===== src/design/gwc_pkg.sv =====
package gwc_pkg;

    localparam int WORD_CHARS_DEF = 64;
    localparam int LINE_SLOTS_DEF = 16;

    localparam logic [7:0] CHAR_CR  = 8'd13;
    localparam logic [7:0] CHAR_LF  = 8'd10;
    localparam logic [7:0] CHAR_TAB = 8'd9;
    localparam logic [7:0] CHAR_SP  = 8'd32;

    localparam logic [5:0] WIDTH_RST = 6'd40;
    localparam logic [4:0] LINES_RST = 5'd10;

    localparam logic CFG_MAX_CHARS = 1'b0;
    localparam logic CFG_MAX_LINES = 1'b1;

    localparam logic KIND_CELL    = 1'b0;
    localparam logic KIND_SUMMARY = 1'b1;

    typedef enum logic [1:0] {
        CLS_CR,
        CLS_LF,
        CLS_SEP,
        CLS_WORD
    } cls_t;

    typedef struct packed {
        logic latch_in;
        logic store_char;
        logic plan;
        logic read;
        logic emit_space;
        logic emit_char;
        logic finish_lf;
        logic finish_sep;
        logic finish_end;
        logic emit_sum;
    } cmd_t;

    typedef struct packed {
        logic has;
        logic last;
        logic full;
        cls_t cls;
        logic space;
        logic any;
        logic idx_final;
        logic out_free;
    } sts_t;

endpackage


===== src/design/gwc_ram.sv =====
module gwc_ram #(
    parameter int WIDTH = 8,
    parameter int DEPTH = 64
) (
    input  logic                     clk,
    input  logic                     we,
    input  logic [$clog2(DEPTH)-1:0] waddr,
    input  logic [WIDTH-1:0]         wdata,
    input  logic                     re,
    input  logic [$clog2(DEPTH)-1:0] raddr,
    output logic [WIDTH-1:0]         rdata
);

    logic [WIDTH-1:0] mem [DEPTH];
    logic [WIDTH-1:0] rdata_reg;

    always_ff @(posedge clk)
    begin
        if (we)
        begin
            mem[waddr] <= wdata;
        end
        if (re)
        begin
            rdata_reg <= mem[raddr];
        end
    end

    assign rdata = rdata_reg;

endmodule


===== src/design/gwc_ctrl.sv =====
module gwc_ctrl (
    input  logic          clk,
    input  logic          rst_n,
    input  logic          text_valid,
    output logic          text_stall,
    input  gwc_pkg::sts_t sts,
    output gwc_pkg::cmd_t cmd
);
    import gwc_pkg::*;

    typedef enum logic [9:0] {
        S_IDLE  = 10'b0000000001,
        S_CHAR  = 10'b0000000010,
        S_PLAN  = 10'b0000000100,
        S_ROUTE = 10'b0000001000,
        S_SPACE = 10'b0000010000,
        S_READ  = 10'b0000100000,
        S_EMIT  = 10'b0001000000,
        S_POST  = 10'b0010000000,
        S_LAST  = 10'b0100000000,
        S_SUM   = 10'b1000000000
    } state_t;

    state_t state_reg, state_next;
    logic   end_reg, end_next;

    assign text_stall = (state_reg != S_IDLE);

    always_comb
    begin
        state_next = state_reg;
        end_next   = end_reg;
        cmd        = '0;
        unique case (state_reg)
            S_IDLE:
            begin
                if (text_valid)
                begin
                    cmd.latch_in = 1'b1;
                    end_next     = 1'b0;
                    state_next   = S_CHAR;
                end
            end
            S_CHAR:
            begin
                state_next = S_LAST;
                if (sts.has && !sts.full)
                begin
                    unique case (sts.cls) inside
                        CLS_LF, CLS_SEP: state_next = S_PLAN;
                        CLS_WORD:        cmd.store_char = 1'b1;
                        default:         state_next = S_LAST;
                    endcase
                end
            end
            S_PLAN:
            begin
                cmd.plan   = 1'b1;
                state_next = S_ROUTE;
            end
            S_ROUTE:
            begin
                if (sts.space)
                begin
                    state_next = S_SPACE;
                end
                else if (sts.any)
                begin
                    state_next = S_READ;
                end
                else
                begin
                    state_next = S_POST;
                end
            end
            S_SPACE:
            begin
                if (sts.out_free)
                begin
                    cmd.emit_space = 1'b1;
                    state_next     = S_READ;
                end
            end
            S_READ:
            begin
                cmd.read   = 1'b1;
                state_next = S_EMIT;
            end
            S_EMIT:
            begin
                if (sts.out_free)
                begin
                    cmd.emit_char = 1'b1;
                    state_next    = sts.idx_final ? S_POST : S_READ;
                end
            end
            S_POST:
            begin
                if (end_reg)
                begin
                    cmd.finish_end = 1'b1;
                    state_next     = S_SUM;
                end
                else
                begin
                    cmd.finish_lf  = (sts.cls == CLS_LF);
                    cmd.finish_sep = (sts.cls != CLS_LF);
                    state_next     = S_LAST;
                end
            end
            S_LAST:
            begin
                if (sts.last)
                begin
                    end_next   = 1'b1;
                    state_next = S_PLAN;
                end
                else
                begin
                    state_next = S_IDLE;
                end
            end
            S_SUM:
            begin
                if (sts.out_free)
                begin
                    cmd.emit_sum = 1'b1;
                    state_next   = S_IDLE;
                end
            end
            default:
            begin
                state_next = S_IDLE;
            end
        endcase
    end

    always_ff @(posedge clk or negedge rst_n)
    begin
        if (!rst_n)
        begin
            state_reg <= S_IDLE;
            end_reg   <= 1'b0;
        end
        else
        begin
            state_reg <= state_next;
            end_reg   <= end_next;
        end
    end

endmodule


===== src/design/gwc_dp.sv =====
module gwc_dp #(
    parameter int WORD_CHARS = gwc_pkg::WORD_CHARS_DEF,
    parameter int LINE_SLOTS = gwc_pkg::LINE_SLOTS_DEF
) (
    input  logic          clk,
    input  logic          rst_n,
    input  gwc_pkg::cmd_t cmd,
    output gwc_pkg::sts_t sts,
    input  logic [7:0]    char_code,
    input  logic          has_char,
    input  logic          is_last,
    input  logic          cfg_we,
    input  logic          cfg_index,
    input  logic [5:0]    cfg_data,
    input  logic          cell_stall,
    output logic          cell_valid,
    output logic          kind,
    output logic [3:0]    line_index,
    output logic [5:0]    column,
    output logic [7:0]    cell_char,
    output logic [4:0]    line_count,
    output logic          last_of_run
);
    import gwc_pkg::*;

    localparam int AW  = $clog2(WORD_CHARS);
    localparam int WLW = $clog2(WORD_CHARS + 1);
    localparam int LDW = $clog2(LINE_SLOTS + 1);
    localparam int PW  = ((WLW > 6) ? WLW : 6) + 1;

    logic [7:0]     char_reg;
    logic           has_reg, last_reg;
    logic [WLW-1:0] wl_reg, wl_next;
    logic [5:0]     ll_reg, ll_next;
    logic [LDW-1:0] ld_reg, ld_next;
    logic           full_reg, full_next;
    logic [5:0]     mcpl_reg;
    logic [4:0]     mln_reg;
    logic [5:0]     col_reg;
    logic [WLW-1:0] cnt_reg, idx_reg;
    logic           space_reg;

    logic           out_valid_reg;
    logic           kind_reg, last_run_reg;
    logic [3:0]     line_reg;
    logic [5:0]     column_reg;
    logic [7:0]     cchar_reg;
    logic [4:0]     lcount_reg;

    logic [5:0]     w;
    logic [LDW-1:0] lim, ld1, ld_push;
    cls_t           cls;
    logic [PW-1:0]  wl_e, w_e, ll_e, fit_e;
    logic [WLW-1:0] wl_p, cnt_p;
    logic [5:0]     ll_p, col_p;
    logic [LDW-1:0] ld_p;
    logic           space_p;
    logic           out_free, idx_final, store_ok;
    logic [7:0]     rdata;
    logic [LDW+3:0] ld_wide;
    logic [LDW-1:0] sum_cnt;
    logic [LDW+4:0] sum_wide;

    assign w   = (mcpl_reg == 6'd0) ? 6'd1 : mcpl_reg;
    assign ld1 = LDW'(ld_reg + 1'b1);

    always_comb
    begin
        if (mln_reg == 5'd0)
        begin
            lim = LDW'(1);
        end
        else if (int'(mln_reg) > LINE_SLOTS)
        begin
            lim = LDW'(LINE_SLOTS);
        end
        else
        begin
            lim = LDW'(mln_reg);
        end
    end

    always_comb
    begin
        unique case (char_reg) inside
            CHAR_CR:           cls = CLS_CR;
            CHAR_LF:           cls = CLS_LF;
            CHAR_SP, CHAR_TAB: cls = CLS_SEP;
            default:           cls = CLS_WORD;
        endcase
    end

    // greedy placement of the buffered word
    assign wl_e  = PW'(wl_reg);
    assign w_e   = PW'(w);
    assign ll_e  = PW'(ll_reg);
    assign fit_e = ll_e + PW'(1) + wl_e;

    always_comb
    begin
        wl_p    = '0;
        ll_p    = ll_reg;
        ld_p    = ld_reg;
        cnt_p   = '0;
        col_p   = 6'd0;
        space_p = 1'b0;
        if (wl_reg != '0 && ld_reg < lim)
        begin
            if (wl_e > w_e)
            begin
                if (ll_reg != 6'd0)
                begin
                    ld_p = ld1;
                    ll_p = 6'd0;
                end
                if (ll_reg == 6'd0 || ld1 < lim)
                begin
                    cnt_p = WLW'(w);
                    ll_p  = w;
                end
            end
            else if (ll_reg == 6'd0)
            begin
                cnt_p = wl_reg;
                ll_p  = 6'(wl_reg);
            end
            else if (fit_e <= w_e)
            begin
                space_p = 1'b1;
                col_p   = ll_reg;
                cnt_p   = wl_reg;
                ll_p    = 6'(fit_e);
            end
            else
            begin
                ld_p = ld1;
                ll_p = 6'd0;
                if (ld1 < lim)
                begin
                    cnt_p = wl_reg;
                    ll_p  = 6'(wl_reg);
                end
            end
        end
    end

    assign ld_push   = (ld_reg < lim) ? ld1 : ld_reg;
    assign store_ok  = (wl_reg != WLW'(WORD_CHARS));
    assign out_free  = !out_valid_reg || !cell_stall;
    assign idx_final = (WLW'(idx_reg + 1'b1) == cnt_reg);

    always_comb
    begin
        wl_next   = wl_reg;
        ll_next   = ll_reg;
        ld_next   = ld_reg;
        full_next = full_reg;
        if (cmd.store_char && store_ok)
        begin
            wl_next = WLW'(wl_reg + 1'b1);
        end
        if (cmd.plan)
        begin
            wl_next = wl_p;
            ll_next = ll_p;
            ld_next = ld_p;
        end
        if (cmd.finish_lf)
        begin
            ld_next = ld_push;
            if (ld_reg < lim)
            begin
                ll_next = 6'd0;
            end
            full_next = (ld_push >= lim);
        end
        if (cmd.finish_sep)
        begin
            full_next = (ld_reg >= lim);
        end
        if (cmd.finish_end && ll_reg != 6'd0 && ld_reg < lim)
        begin
            ld_next = ld1;
            ll_next = 6'd0;
        end
        if (cmd.emit_sum)
        begin
            wl_next   = '0;
            ll_next   = 6'd0;
            ld_next   = '0;
            full_next = 1'b0;
        end
    end

    always_ff @(posedge clk or negedge rst_n)
    begin
        if (!rst_n)
        begin
            wl_reg        <= '0;
            ll_reg        <= 6'd0;
            ld_reg        <= '0;
            full_reg      <= 1'b0;
            mcpl_reg      <= WIDTH_RST;
            mln_reg       <= LINES_RST;
            out_valid_reg <= 1'b0;
        end
        else
        begin
            wl_reg   <= wl_next;
            ll_reg   <= ll_next;
            ld_reg   <= ld_next;
            full_reg <= full_next;
            if (cfg_we)
            begin
                unique case (cfg_index)
                    CFG_MAX_CHARS: mcpl_reg <= cfg_data;
                    CFG_MAX_LINES: mln_reg  <= cfg_data[4:0];
                    default:       mcpl_reg <= mcpl_reg;
                endcase
            end
            if (cmd.emit_space || cmd.emit_char || cmd.emit_sum)
            begin
                out_valid_reg <= 1'b1;
            end
            else if (!cell_stall)
            begin
                out_valid_reg <= 1'b0;
            end
        end
    end

    assign ld_wide  = {4'd0, ld_reg};
    assign sum_cnt  = (ld_reg == '0) ? LDW'(1) : ld_reg;
    assign sum_wide = {5'd0, sum_cnt};

    always_ff @(posedge clk)
    begin
        if (cmd.latch_in)
        begin
            char_reg <= char_code;
            has_reg  <= has_char;
            last_reg <= is_last;
        end
        if (cmd.plan)
        begin
            cnt_reg   <= cnt_p;
            col_reg   <= col_p;
            space_reg <= space_p;
            idx_reg   <= '0;
        end
        if (cmd.emit_space)
        begin
            kind_reg     <= KIND_CELL;
            line_reg     <= ld_wide[3:0];
            column_reg   <= col_reg;
            cchar_reg    <= CHAR_SP;
            lcount_reg   <= 5'd0;
            last_run_reg <= 1'b0;
            col_reg      <= col_reg + 6'd1;
        end
        if (cmd.emit_char)
        begin
            kind_reg     <= KIND_CELL;
            line_reg     <= ld_wide[3:0];
            column_reg   <= col_reg;
            cchar_reg    <= rdata;
            lcount_reg   <= 5'd0;
            last_run_reg <= idx_final && !last_reg;
            col_reg      <= col_reg + 6'd1;
            idx_reg      <= WLW'(idx_reg + 1'b1);
        end
        if (cmd.emit_sum)
        begin
            kind_reg     <= KIND_SUMMARY;
            line_reg     <= 4'd0;
            column_reg   <= 6'd0;
            cchar_reg    <= 8'd0;
            lcount_reg   <= sum_wide[4:0];
            last_run_reg <= 1'b1;
        end
    end

    gwc_ram #(
        .WIDTH(8),
        .DEPTH(WORD_CHARS)
    ) u_word_ram (
        .clk  (clk),
        .we   (cmd.store_char && store_ok),
        .waddr(wl_reg[AW-1:0]),
        .wdata(char_reg),
        .re   (cmd.read),
        .raddr(idx_reg[AW-1:0]),
        .rdata(rdata)
    );

    assign sts.has       = has_reg;
    assign sts.last      = last_reg;
    assign sts.full      = full_reg;
    assign sts.cls       = cls;
    assign sts.space     = space_reg;
    assign sts.any       = (cnt_reg != '0);
    assign sts.idx_final = idx_final;
    assign sts.out_free  = out_free;

    assign cell_valid  = out_valid_reg;
    assign kind        = kind_reg;
    assign line_index  = line_reg;
    assign column      = column_reg;
    assign cell_char   = cchar_reg;
    assign line_count  = lcount_reg;
    assign last_of_run = last_run_reg;

endmodule


===== src/design/greedy_word_wrap_cells_core.sv =====
// channel | direction | handshake                | payload
// text    | in        | text_valid / text_stall  | char_code, has_char, is_last
// cell    | out       | cell_valid / cell_stall  | kind, line_index, column, cell_char,
//         |           |                          | line_count, last_of_run
// cfg     | in        | cfg_we                   | cfg_index, cfg_data
//
// One word at a time. A space, tab or LF places the buffered word cell by cell,
// reading each character through the single read port of the word buffer;
// end of text places any word still buffered and then sends the summary.
// Reset clears all control state; the word buffer needs no clearing.
// A stall on cell holds the current word and pauses placement.
module greedy_word_wrap_cells_core #(
    parameter int WORD_CHARS = gwc_pkg::WORD_CHARS_DEF,
    parameter int LINE_SLOTS = gwc_pkg::LINE_SLOTS_DEF
) (
    input  logic       clk,
    input  logic       rst_n,
    input  logic       text_valid,
    output logic       text_stall,
    input  logic [7:0] char_code,
    input  logic       has_char,
    input  logic       is_last,
    output logic       cell_valid,
    input  logic       cell_stall,
    output logic       kind,
    output logic [3:0] line_index,
    output logic [5:0] column,
    output logic [7:0] cell_char,
    output logic [4:0] line_count,
    output logic       last_of_run,
    input  logic       cfg_we,
    input  logic       cfg_index,
    input  logic [5:0] cfg_data
);
    import gwc_pkg::*;

    cmd_t cmd;
    sts_t sts;

    gwc_ctrl u_ctrl (
        .clk       (clk),
        .rst_n     (rst_n),
        .text_valid(text_valid),
        .text_stall(text_stall),
        .sts       (sts),
        .cmd       (cmd)
    );

    gwc_dp #(
        .WORD_CHARS(WORD_CHARS),
        .LINE_SLOTS(LINE_SLOTS)
    ) u_dp (
        .clk        (clk),
        .rst_n      (rst_n),
        .cmd        (cmd),
        .sts        (sts),
        .char_code  (char_code),
        .has_char   (has_char),
        .is_last    (is_last),
        .cfg_we     (cfg_we),
        .cfg_index  (cfg_index),
        .cfg_data   (cfg_data),
        .cell_stall (cell_stall),
        .cell_valid (cell_valid),
        .kind       (kind),
        .line_index (line_index),
        .column     (column),
        .cell_char  (cell_char),
        .line_count (line_count),
        .last_of_run(last_of_run)
    );

endmodule


===== config.mk =====
export PLATFORM = sky130hd
export DESIGN_NAME = greedy_word_wrap_cells_core
export DESIGN_NICKNAME = d
export VERILOG_FILES = /design/src/design/gwc_pkg.sv /design/src/design/gwc_ram.sv /design/src/design/gwc_ctrl.sv /design/src/design/gwc_dp.sv /design/src/design/greedy_word_wrap_cells_core.sv
export SDC_FILE = /design/constraint.sdc
export NUM_CORES = 1
export LEC_CHECK = 0
export BUFFER_PORTS_ARGS = -buffer_cell sky130_fd_sc_hd__buf_4
export CAP_MARGIN = 20
export CORE_MARGIN = 2
export CORE_UTILIZATION = 60
export DETAILED_ROUTE_END_ITERATION = 10
export GPL_ROUTABILITY_DRIVEN = 0
export GPL_TIMING_DRIVEN = 0
export MAX_ROUTING_LAYER = met4
export PLACE_DENSITY = 0.77
export SLEW_MARGIN = 25
export SYNTH_ARGS = -nofsm -noshare
export SYNTH_HDL_FRONTEND = slang
export SYNTH_HIERARCHICAL = 1
export SYNTH_SLANG_ARGS = --single-unit

===== constraint.sdc =====
create_clock -name clk -period 7.15 [get_ports clk]
set_clock_uncertainty 0.1 [all_clocks]
set_input_delay 0.3575 -clock clk [delete_from_list [all_inputs] [get_ports clk]]
set_output_delay 0.3575 -clock clk [all_outputs]
set_load 0.02 [all_outputs]

* Word-level counts from Yosys, hierarchy flattened
Memory sizes are Yosys's and may differ from the RTL's. A register that Yosys moved wholly into a read port is not among the register bits.
Cells that the tools add are included.
W data, S select, Z words.
** Operators by class
- $add $sub $neg :: 6
- Order comparisons :: 7
- Equal/unequal tests :: 30
- Mux-type cells :: 93
- Bitwise operators :: 2
- Reductions and logical operators :: 38
** Operators by type and width (number)
- $mux W6 :: 23
- $pmux W10 S10 :: 1
- $mux W5 :: 16
- $mux W7 :: 9
- $mux W10 :: 6
- $mux W8 :: 4
- $mux W1 :: 25
- $eq A8 B4 Y1 const B :: 3
- $mux W9 :: 2
- $add A7 B1 Y7 const B :: 2
- $reduce_bool A7 Y1 :: 2
- $logic_not A6 Y1 :: 2
- $ne A2 B1 Y1 const B :: 6
- $reduce_bool A3 Y1 :: 4
- $eq A10 B1 Y1 const B :: 1
- $eq A10 B10 Y1 const B :: 1
- $eq A10 B2 Y1 const B :: 1
- $eq A10 B3 Y1 const B :: 1
- $eq A10 B4 Y1 const B :: 1
- $eq A10 B5 Y1 const B :: 1
- $eq A10 B6 Y1 const B :: 1
- $eq A10 B7 Y1 const B :: 1
- $eq A10 B8 Y1 const B :: 1
- $eq A10 B9 Y1 const B :: 1
- other kinds (37) :: 61
** Storage, ports and cells
- Register bits :: 98
- RAM bits :: 512
- Output and inout port bits :: 27
- Logic and storage cells :: 199
- Memories kept :: 1
** Memories
- u_dp.u_word_ram.mem :: words 64, width 8, rd ports 1, clocked after memory_dff 1, wr ports 1, line gwc_ram.sv:14 : logic [WIDTH-1:0] mem [DEPTH];

* Longest topological paths before layout
Gate-level depths: netlist (run 1).
- Depth in word-level cells :: 14
- Gate-level depth with buffers :: 16

* Cells and area by module
The synthesis (run 1) kept the hierarchy.
** Modules (own cells, without submodules)
- gwc_ram :: times used 1, cells an instance 940, area an instance 20246.9 sq um, sequential area each 15615.0 sq um
- gwc_dp :: times used 1, cells an instance 523, area an instance 5228.8 sq um, sequential area each 2262.2 sq um
- gwc_ctrl :: times used 1, cells an instance 99, area an instance 848.3 sq um, sequential area each 276.5 sq um

* Least setup slack after synthesis (run 1)
No wires, ideal clock.
- Path kind :: reg2reg
- From :: register u_dp.char_reg[1]
- To :: memory u_dp.u_word_ram.mem[62][0] (enable)
- Setup time :: 370 ps
- Arrival time :: 3173 ps
- Data required time :: 6680 ps
- Slack :: 3507 ps
- Cell stages (with the launch flop) :: 10
- Clock period less this slack :: 3643 ps
- Path through :: edfxtp_1 > and3b_1 > o2111ai_1 > ha_1 > nand3b_1 > nor2_1 > o31a_1 > nor2b_1 > nand3_1 > nor2_1
** RTL lines
- start, declared :: line gwc_dp.sv:31 : logic [7:0] char_reg;
- start signal, assigned :: line gwc_dp.sv:240 : char_reg <= char_code;
- end, declared :: line gwc_ram.sv:14

==> reports/results.txt, run 1 <==
run status - complete, no violations
max-slew violation count - 0
GR Layer Usage met2 - 47.37%
Crit Reg-Reg Endpoint - u_dp/u_word_ram/mem[14][1]$_DFFE_PP_
crit path kind - flop to flop
worst hold stages - 3
Avg Synthesized Cell Area - 16.85 um2
clock network latency to the later pin of the worst-skew pair - 0.64 ns
total detailed-routing wirelength - 66.60 mm
count of port buffers added during placement - 48
Final setup viols - 0
share of layout cells above drive strength 1 - 22.01%
die width - 213.5 um
per-cell routed wire length - 28.32 um
clock buffer count from CTS - 59
terminating pin of the worst hold path - u_dp/mcpl_reg[0]$_DFFE_PN0P_
gr ovfl total - 0
core outline area - 43,170 um2
clock buffer depth - 3
slew of the pin with the lowest slew margin - 1.057 ns
CP bufs+invs - 1
final-layout worst hold slack - 0.03575 ns
met3 usage in global routing - 6.620%
number of cells on the worst reg-to-reg path - 10
number of distinct library cell variants in the gate-level netlist after synthesis - 91
remaining max-slew budget at the tightest pin - 29.36%
Post CTS Setup Buffer Count - 0
routing layer with the top usage in global route - met2
part of the power in combinational logic - 15.1%
largest net degree at the start of global routing - 43
maximum single-stage delay on the critical path - 0.94 ns
critical path cell sequence - buf_6 > and3b_1 > o2111ai_1 > ha_1 > nand3b_1 > nor2_1 > o31a_1 > nor2b_1 > nand3_1 > nor2_1
post_cts resized - 0
internal portion of total power - 6375 uW
number of register bits inferred by synthesis - 618
critical path peak fanout - 10
Seq/Total Area, Yosys - 68.96%
portion of the clock cycle consumed by the worst path in the final layout - 65.33%
critical path required time - 7.28 ns
type of the worst min-delay path - input pin to flop
wire length of the first global-routing pass - 97.84 mm
Largest register FFs - 512
Antenna Cells - 0
met1 track demand over resource in global routing - 41.63%
ratio of routed vias to standard cells - 6.661
TritonCTS clock tree - done
net switching fraction of the power - 26.08%
reg-to-reg slack, setup - 2.48 ns
Reg power frac - 49.7%
die area - 45,570 um2
cell with the most instances on the worst path - sky130_fd_sc_hd__nor2_1
static power due to leakage - 0.01040 uW
number of global-route vias before repair - 15,370
drt first pass iters - 7
Final Power - 8624 uW
clock group share of total power - 35.1%
synthesized netlist net count - 1,626
power density over the cells - 287.9 nW/um2
DRC marker count from the first detailed-route iteration - 2,125
Layout area overhead - 13.81%
setup repair after global routing missed its margin - no
Tmin final - 4.671 ns
Initial Utilization - 60.98%
Syn Inst Count - 1,562
proportion of register bits with asynchronous set or reset after synthesis - 6.796%
Crit-path slowest cell - sky130_fd_sc_hd__nor2_1
critical path endpoint category - flop
Root Driver - sky130_fd_sc_hd__clkbuf_16
startpoint of the lowest-slack hold path - cfg_index
source of the worst register-to-register timing path - u_dp/char_reg[0]$_DFFE_PP_
TritonCTS Sinks - 618
number of rows in the core area - 76
Post-route DRC - 0
cell area after technology mapping - 26,320 um2
total number of vias - 15,667
Setup crit start kind - flop
VDD IR-drop max - 0.0001922 V
final hold viol count - 0
yosys warns - 6
Clk pin slew, worst setup/hold paths - 0.06 ns
max-capacitance violation count - 0
H-tree depth - 2
top achievable clock speed - 214.1 MHz
post-route antenna net violation count - 0
reported net switching power - 2249 uW
crit path setup slack, layout - 2.479 ns
Post-Place Cell Area - 27,880 um2
Net count, final - 1,781
I/O pins - 49
Setup WS pre-CTS - 2.609 ns
post-route cell area - 29,960 um2
Worst path top cell family by delay - simple AND/OR/NAND/NOR gates
commonest register cell after synthesis - sky130_fd_sc_hd__edfxtp_1
hold-fix buffer count after cts - 19
DP HPWL - 43.96 mm
vertical extent of the die - 213.5 um
Arrival @ worst endpoint - 4.81 ns
final total negative setup slack - 0 ns
antenna violations before repair - 0
number of flops mapped to enable cells by yosys - 556
overall fraction of global-route tracks in use - 30.95%
kinds of logic (layout without fill, tap and decap cells):
group                    count (synthesis)  in the layout  share of synthesized area (%)
AND/OR/NAND/NOR                        394            394                          7.705
flip-flops                             618            618                          68.96
multiplexers                           174            174                          12.70
buffers and inverters                  115            320                          2.491
XOR/XNOR                                34             34                          1.131
adder cells (fa/ha/maj)                 42             42                          2.025
other                                    1              1                        0.01425
AO/OA/AOI/OAI                          184            184                          4.977
cells in the mapped netlist, types with 25 or more instances:
cell                       count  area, um2
sky130_fd_sc_hd__edfxtp_1    556      16700
sky130_fd_sc_hd__o21ai_0      25      125.1
sky130_fd_sc_hd__a21oi_1      43      215.2
sky130_fd_sc_hd__ha_1         41      513.0
sky130_fd_sc_hd__clkbuf_1     34      127.6
sky130_fd_sc_hd__nor2b_1      26      162.7
sky130_fd_sc_hd__dfrtp_1      37      925.9
sky130_fd_sc_hd__nand2_1      78      292.8
sky130_fd_sc_hd__mux2i_1      29      290.3
sky130_fd_sc_hd__inv_1        30      112.6
sky130_fd_sc_hd__mux4_2      126       2838
sky130_fd_sc_hd__nand3_1      31      155.2
sky130_fd_sc_hd__nor2_1      131      491.7
routing by layer:
| metal | vias to the layer above | wire (um) |
|---|---|---|
| met1 | 7905 | 24850 |
| met5 | - | 0 |
| met2 | 1066 | 31140 |
| met4 | 0 | 2771 |
| li1 | 6504 | - |
| met3 | 192 | 7844 |
power groups by stage:
| stage | clock (uW) | combinational, uW | sequential [uW] |
|---|---|---|---|
| after floorplan | 0 | 723 | 4390 |
| after global placement | 0 | 929 | 4530 |
| after detailed placement | 0 | 1250 | 4360 |
| after CTS | 3060 | 1270 | 4280 |
| after global routing | 3190 | 1400 | 4290 |
| final | 3030 | 1300 | 4290 |
how the worst max path moves through the flow:
stage                                     from                                    to  slack (ns)  cells after the start
floorplan           u_dp/char_reg[1]$_DFFE_PP_  u_dp/u_word_ram/mem[62][0]$_DFFE_PP_        3.51                      9
detailed placement  u_dp/char_reg[0]$_DFFE_PP_  u_dp/u_word_ram/mem[14][0]$_DFFE_PP_        2.61                     10
CTS                 u_dp/char_reg[0]$_DFFE_PP_  u_dp/u_word_ram/mem[14][1]$_DFFE_PP_        2.57                     10
finish              u_dp/char_reg[0]$_DFFE_PP_  u_dp/u_word_ram/mem[14][1]$_DFFE_PP_        2.48                     10
global route        u_dp/char_reg[0]$_DFFE_PP_  u_dp/u_word_ram/mem[12][1]$_DFFE_PP_        2.34                     10
global placement    u_dp/char_reg[0]$_DFFE_PP_  u_dp/u_word_ram/mem[14][1]$_DFFE_PP_        1.35                     10
per-stage QoR:
stage	util, %	std cells
finish	69.40	2352
global placement	63.51	2195
global route	69.40	2352
floorplan	-	1562
detailed placement	64.58	2222
CTS	69.37	2352
worst reg2reg max path: stages (launching register included):
cell	delay (ns)
sky130_fd_sc_hd__edfxtp_1	0.59
sky130_fd_sc_hd__buf_6	0.25
sky130_fd_sc_hd__and3b_1	0.18
sky130_fd_sc_hd__o2111ai_1	0.26
sky130_fd_sc_hd__ha_1	0.20
sky130_fd_sc_hd__nand3b_1	0.07
sky130_fd_sc_hd__nor2_1	0.39
sky130_fd_sc_hd__o31a_1	0.51
sky130_fd_sc_hd__nor2b_1	0.32
sky130_fd_sc_hd__nand3_1	0.45
sky130_fd_sc_hd__nor2_1	0.95
cells in the final DEF, fill, tap and decap left out, drive strengths merged, types with 7 or more instances in the layout:
cell type and count:
edfxtp 556, nor2 131, mux4 126, buf 122, clkbuf 116, nand2 79
a21oi 45, ha 41, dfrtp 37, inv 32, nand3 31, o21ai 30
mux2i 29, clkinv 27, nor2b 26, dfxtp 20, nor3 20, dlygate4sd3 19
mux2 19, nand2b 17, xnor2 17, xor2 17, nand3b 14, nand4 13
nor4 12, a21o 11, nor3b 11, o22ai 10, and2 9, o221ai 8
o31ai 7, a221oi 7
cell type report:
type                    instances  area (um2)
flip-flops and latches        618       18150
clock buffers                  78        1633
clock inverters                33       245.2
inverters                      30       112.6
well taps                     585       732.0
repair buffers                 94       992.2
multi-input cells             829        7548
plain buffers                  85       543.0
fillers                      2677       13210
(Power assumes the default switching activity.)
==> run 2, diff against run 1 <==
==> constraint.sdc (replaced) <==
create_clock -name clk -period 4.3 [get_ports clk]
set_clock_uncertainty 0.1 [all_clocks]
set_input_delay 0.215 -clock clk [delete_from_list [all_inputs] [get_ports clk]]
set_output_delay 0.215 -clock clk [all_outputs]
set_load 0.02 [all_outputs]
==> run 2 against run 1 <==
Against the previous run: utilization grew 0.95 points; clock power up 66%; register-to-register slack lost 2.4 ns; die area unchanged; sequential share of layout area is 0.82 points lower; highest routed layer unchanged; setup slack got worse by 2.4 ns; sequential cell count is the same; critical path depth is 1 lower; worst hold slack gained 0.0099 ns; sequential power up 66%; routed wire length increased by 0.79%; critical endpoint is now u_dp/u_word_ram/mem[35][4]$_DFFE_PP_.
==> reports/results.txt, run 2 (synthesized netlist as in run 1, its figures left out) <==
Crit Reg-Reg Endpoint - u_dp/u_word_ram/mem[35][4]$_DFFE_PP_
Antenna Cells - 0
TritonCTS clock tree - done
run status - complete, no violations
max-capacitance violation count - 0
Arrival @ worst endpoint - 4.33 ns
max-slew violation count - 0
Tmin final - 4.180 ns
final cell count without fillers - 2,358
number of global-route vias before repair - 15,396
per-cell routed wire length - 28.47 um
power density over the cells - 473.8 nW/um2
clock network latency to the later pin of the worst-skew pair - 0.63 ns
final hold viol count - 0
static power due to leakage - 0.01045 uW
TritonCTS Sinks - 618
timing startpoint of the critical path - u_dp/char_reg[0]$_DFFE_PP_
die area - 45,570 um2
Post-Place Cell Area - 27,880 um2
die width - 213.5 um
final total negative setup slack - 0 ns
most used cells in the layout excluding fill and tap cells - sky130_fd_sc_hd__edfxtp_1, sky130_fd_sc_hd__mux4_2, sky130_fd_sc_hd__nor2_1
top achievable clock speed - 239.3 MHz
Post-route DRC - 0
Layout area overhead - 15.38%
number of cells on the worst reg-to-reg path - 9
commonest non-fill, non-tap cell in the layout - sky130_fd_sc_hd__edfxtp_1
remaining max-slew budget at the tightest pin - 32.93%
largest net degree at the start of global routing - 43
number of rows in the core area - 76
core outline area - 43,170 um2
critical path required time - 4.46 ns
overall fraction of global-route tracks in use - 30.97%
VDD IR-drop max - 0.0003192 V
H-tree depth - 2
DRC marker count from the first detailed-route iteration - 2,319
Final setup viols - 0
ratio of routed vias to standard cells - 6.666
# placed instances - 2,222
Largest register FFs - 512
type of the worst min-delay path - input pin to async pin
crit path kind - flop to flop
Worst path top cell family by delay - simple AND/OR/NAND/NOR gates
reg-to-reg slack, setup - 0.12 ns
portion of the clock cycle consumed by the worst path in the final layout - 97.20%
clock buffer count from CTS - 59
critical path peak fanout - 10
critical path endpoint category - flop
maximum single-stage delay on the critical path - 0.75 ns
vertical extent of the die - 213.5 um
drt first pass iters - 6
slew of the pin with the lowest slew margin - 1.002 ns
Crit-path slowest cell - sky130_fd_sc_hd__nor2_1
total number of vias - 15,718
Clk pin slew, worst setup/hold paths - 0.06 ns
I/O pins - 49
DP HPWL - 43.96 mm
count of filler cells inserted in the layout - 2,613
wire length of the first global-routing pass - 97.99 mm
Initial Utilization - 60.98%
final-layout worst hold slack - 0.04561 ns
share of layout cells above drive strength 1 - 25.66%
post-route cell area - 30,370 um2
cell with the most instances on the worst path - sky130_fd_sc_hd__nor2_1
total detailed-routing wirelength - 67.13 mm
critical path cell sequence - buf_6 > and3b_1 > o2111ai_1 > ha_1 > nand3b_1 > nor2_1 > o31a_2 > nand3_1 > nor2_1
count of port buffers added during placement - 48
CP bufs+invs - 1
antenna violations before repair - 0
source of the worst register-to-register timing path - u_dp/char_reg[0]$_DFFE_PP_
setup repair after global routing missed its margin - yes
Setup crit start kind - flop
Root Driver - sky130_fd_sc_hd__clkbuf_16
Net count, final - 1,787
post-route antenna net violation count - 0
gr ovfl total - 0
clock buffer depth - 3
==> run 2: worst max-delay path by stage <==
stage / to / slack, ns / cells after the start
after floorplan: u_dp/u_word_ram/mem[62][0]$_DFFE_PP_ / 0.66 / 9
after global placement: u_dp/u_word_ram/mem[14][1]$_DFFE_PP_ / -1.50 / 10
after detailed placement: u_dp/u_word_ram/mem[14][0]$_DFFE_PP_ / -0.24 / 10
after CTS: u_dp/u_word_ram/mem[38][6]$_DFFE_PP_ / -0.19 / 10
after global routing: u_dp/cnt_reg[2]$_SDFFCE_PN0P_ / -0.009 / 15
final: u_dp/u_word_ram/mem[35][4]$_DFFE_PP_ / 0.12 / 9
==> run 2: layout make-up <==
type / instances / area (um2) / share of cell area [%]
Inverter: 30 / 112.6 / 0.3708
Clock buffer: 78 / 1633 / 5.376
Multi-Input combinational cell: 829 / 7904 / 26.02
Timing Repair Buffer: 100 / 1047 / 3.448
Clock inverter: 33 / 245.2 / 0.8074
Tap cell: 585 / 732.0 / 2.410
Sequential cell: 618 / 18150 / 59.78
Buffer: 85 / 543.0 / 1.788
==> run 2: per-stage QoR <==
stage          worst slack, ns  utilization (%)  total power [uW]
2_1_floorplan           0.6567                -              8500
3_3_place_gp            -1.496            63.51              9081
3_5_place_dp           -0.2412            64.58              9320
4_1_cts                -0.1857            69.66             14340
5_1_grt              -0.009204            70.35             14830
6_report                0.1203            70.35             14390
==> run 2: what timing repair did <==
action,in CTS,in global routing
cloned,0,0
gates resized for setup,32,70
endpoints found under the hold margin,67,0
hold buffers,23,0
setup endpoints to repair,251,459
buffers inserted,0,2
==> run 2: routing by layer <==
metal / wire length, um / global-route usage [%] / part of all wire (%)
met1: 25230 / 42.00 / 38
met2: 31380 / 47.28 / 47
met3: 7753 / 6.415 / 12
met4: 2763 / 11.06 / 4.1
met5: 0 / - / 0
==> run 2: report_power, final <==
part / internal [uW] / total, uW / leakage (uW) / switching [uW]
Sequential: 6920 / 7140 / 0.00570 / 219
Combinational: 857 / 2220 / 0.00383 / 1360
Clock: 2850 / 5040 / 0.000917 / 2190
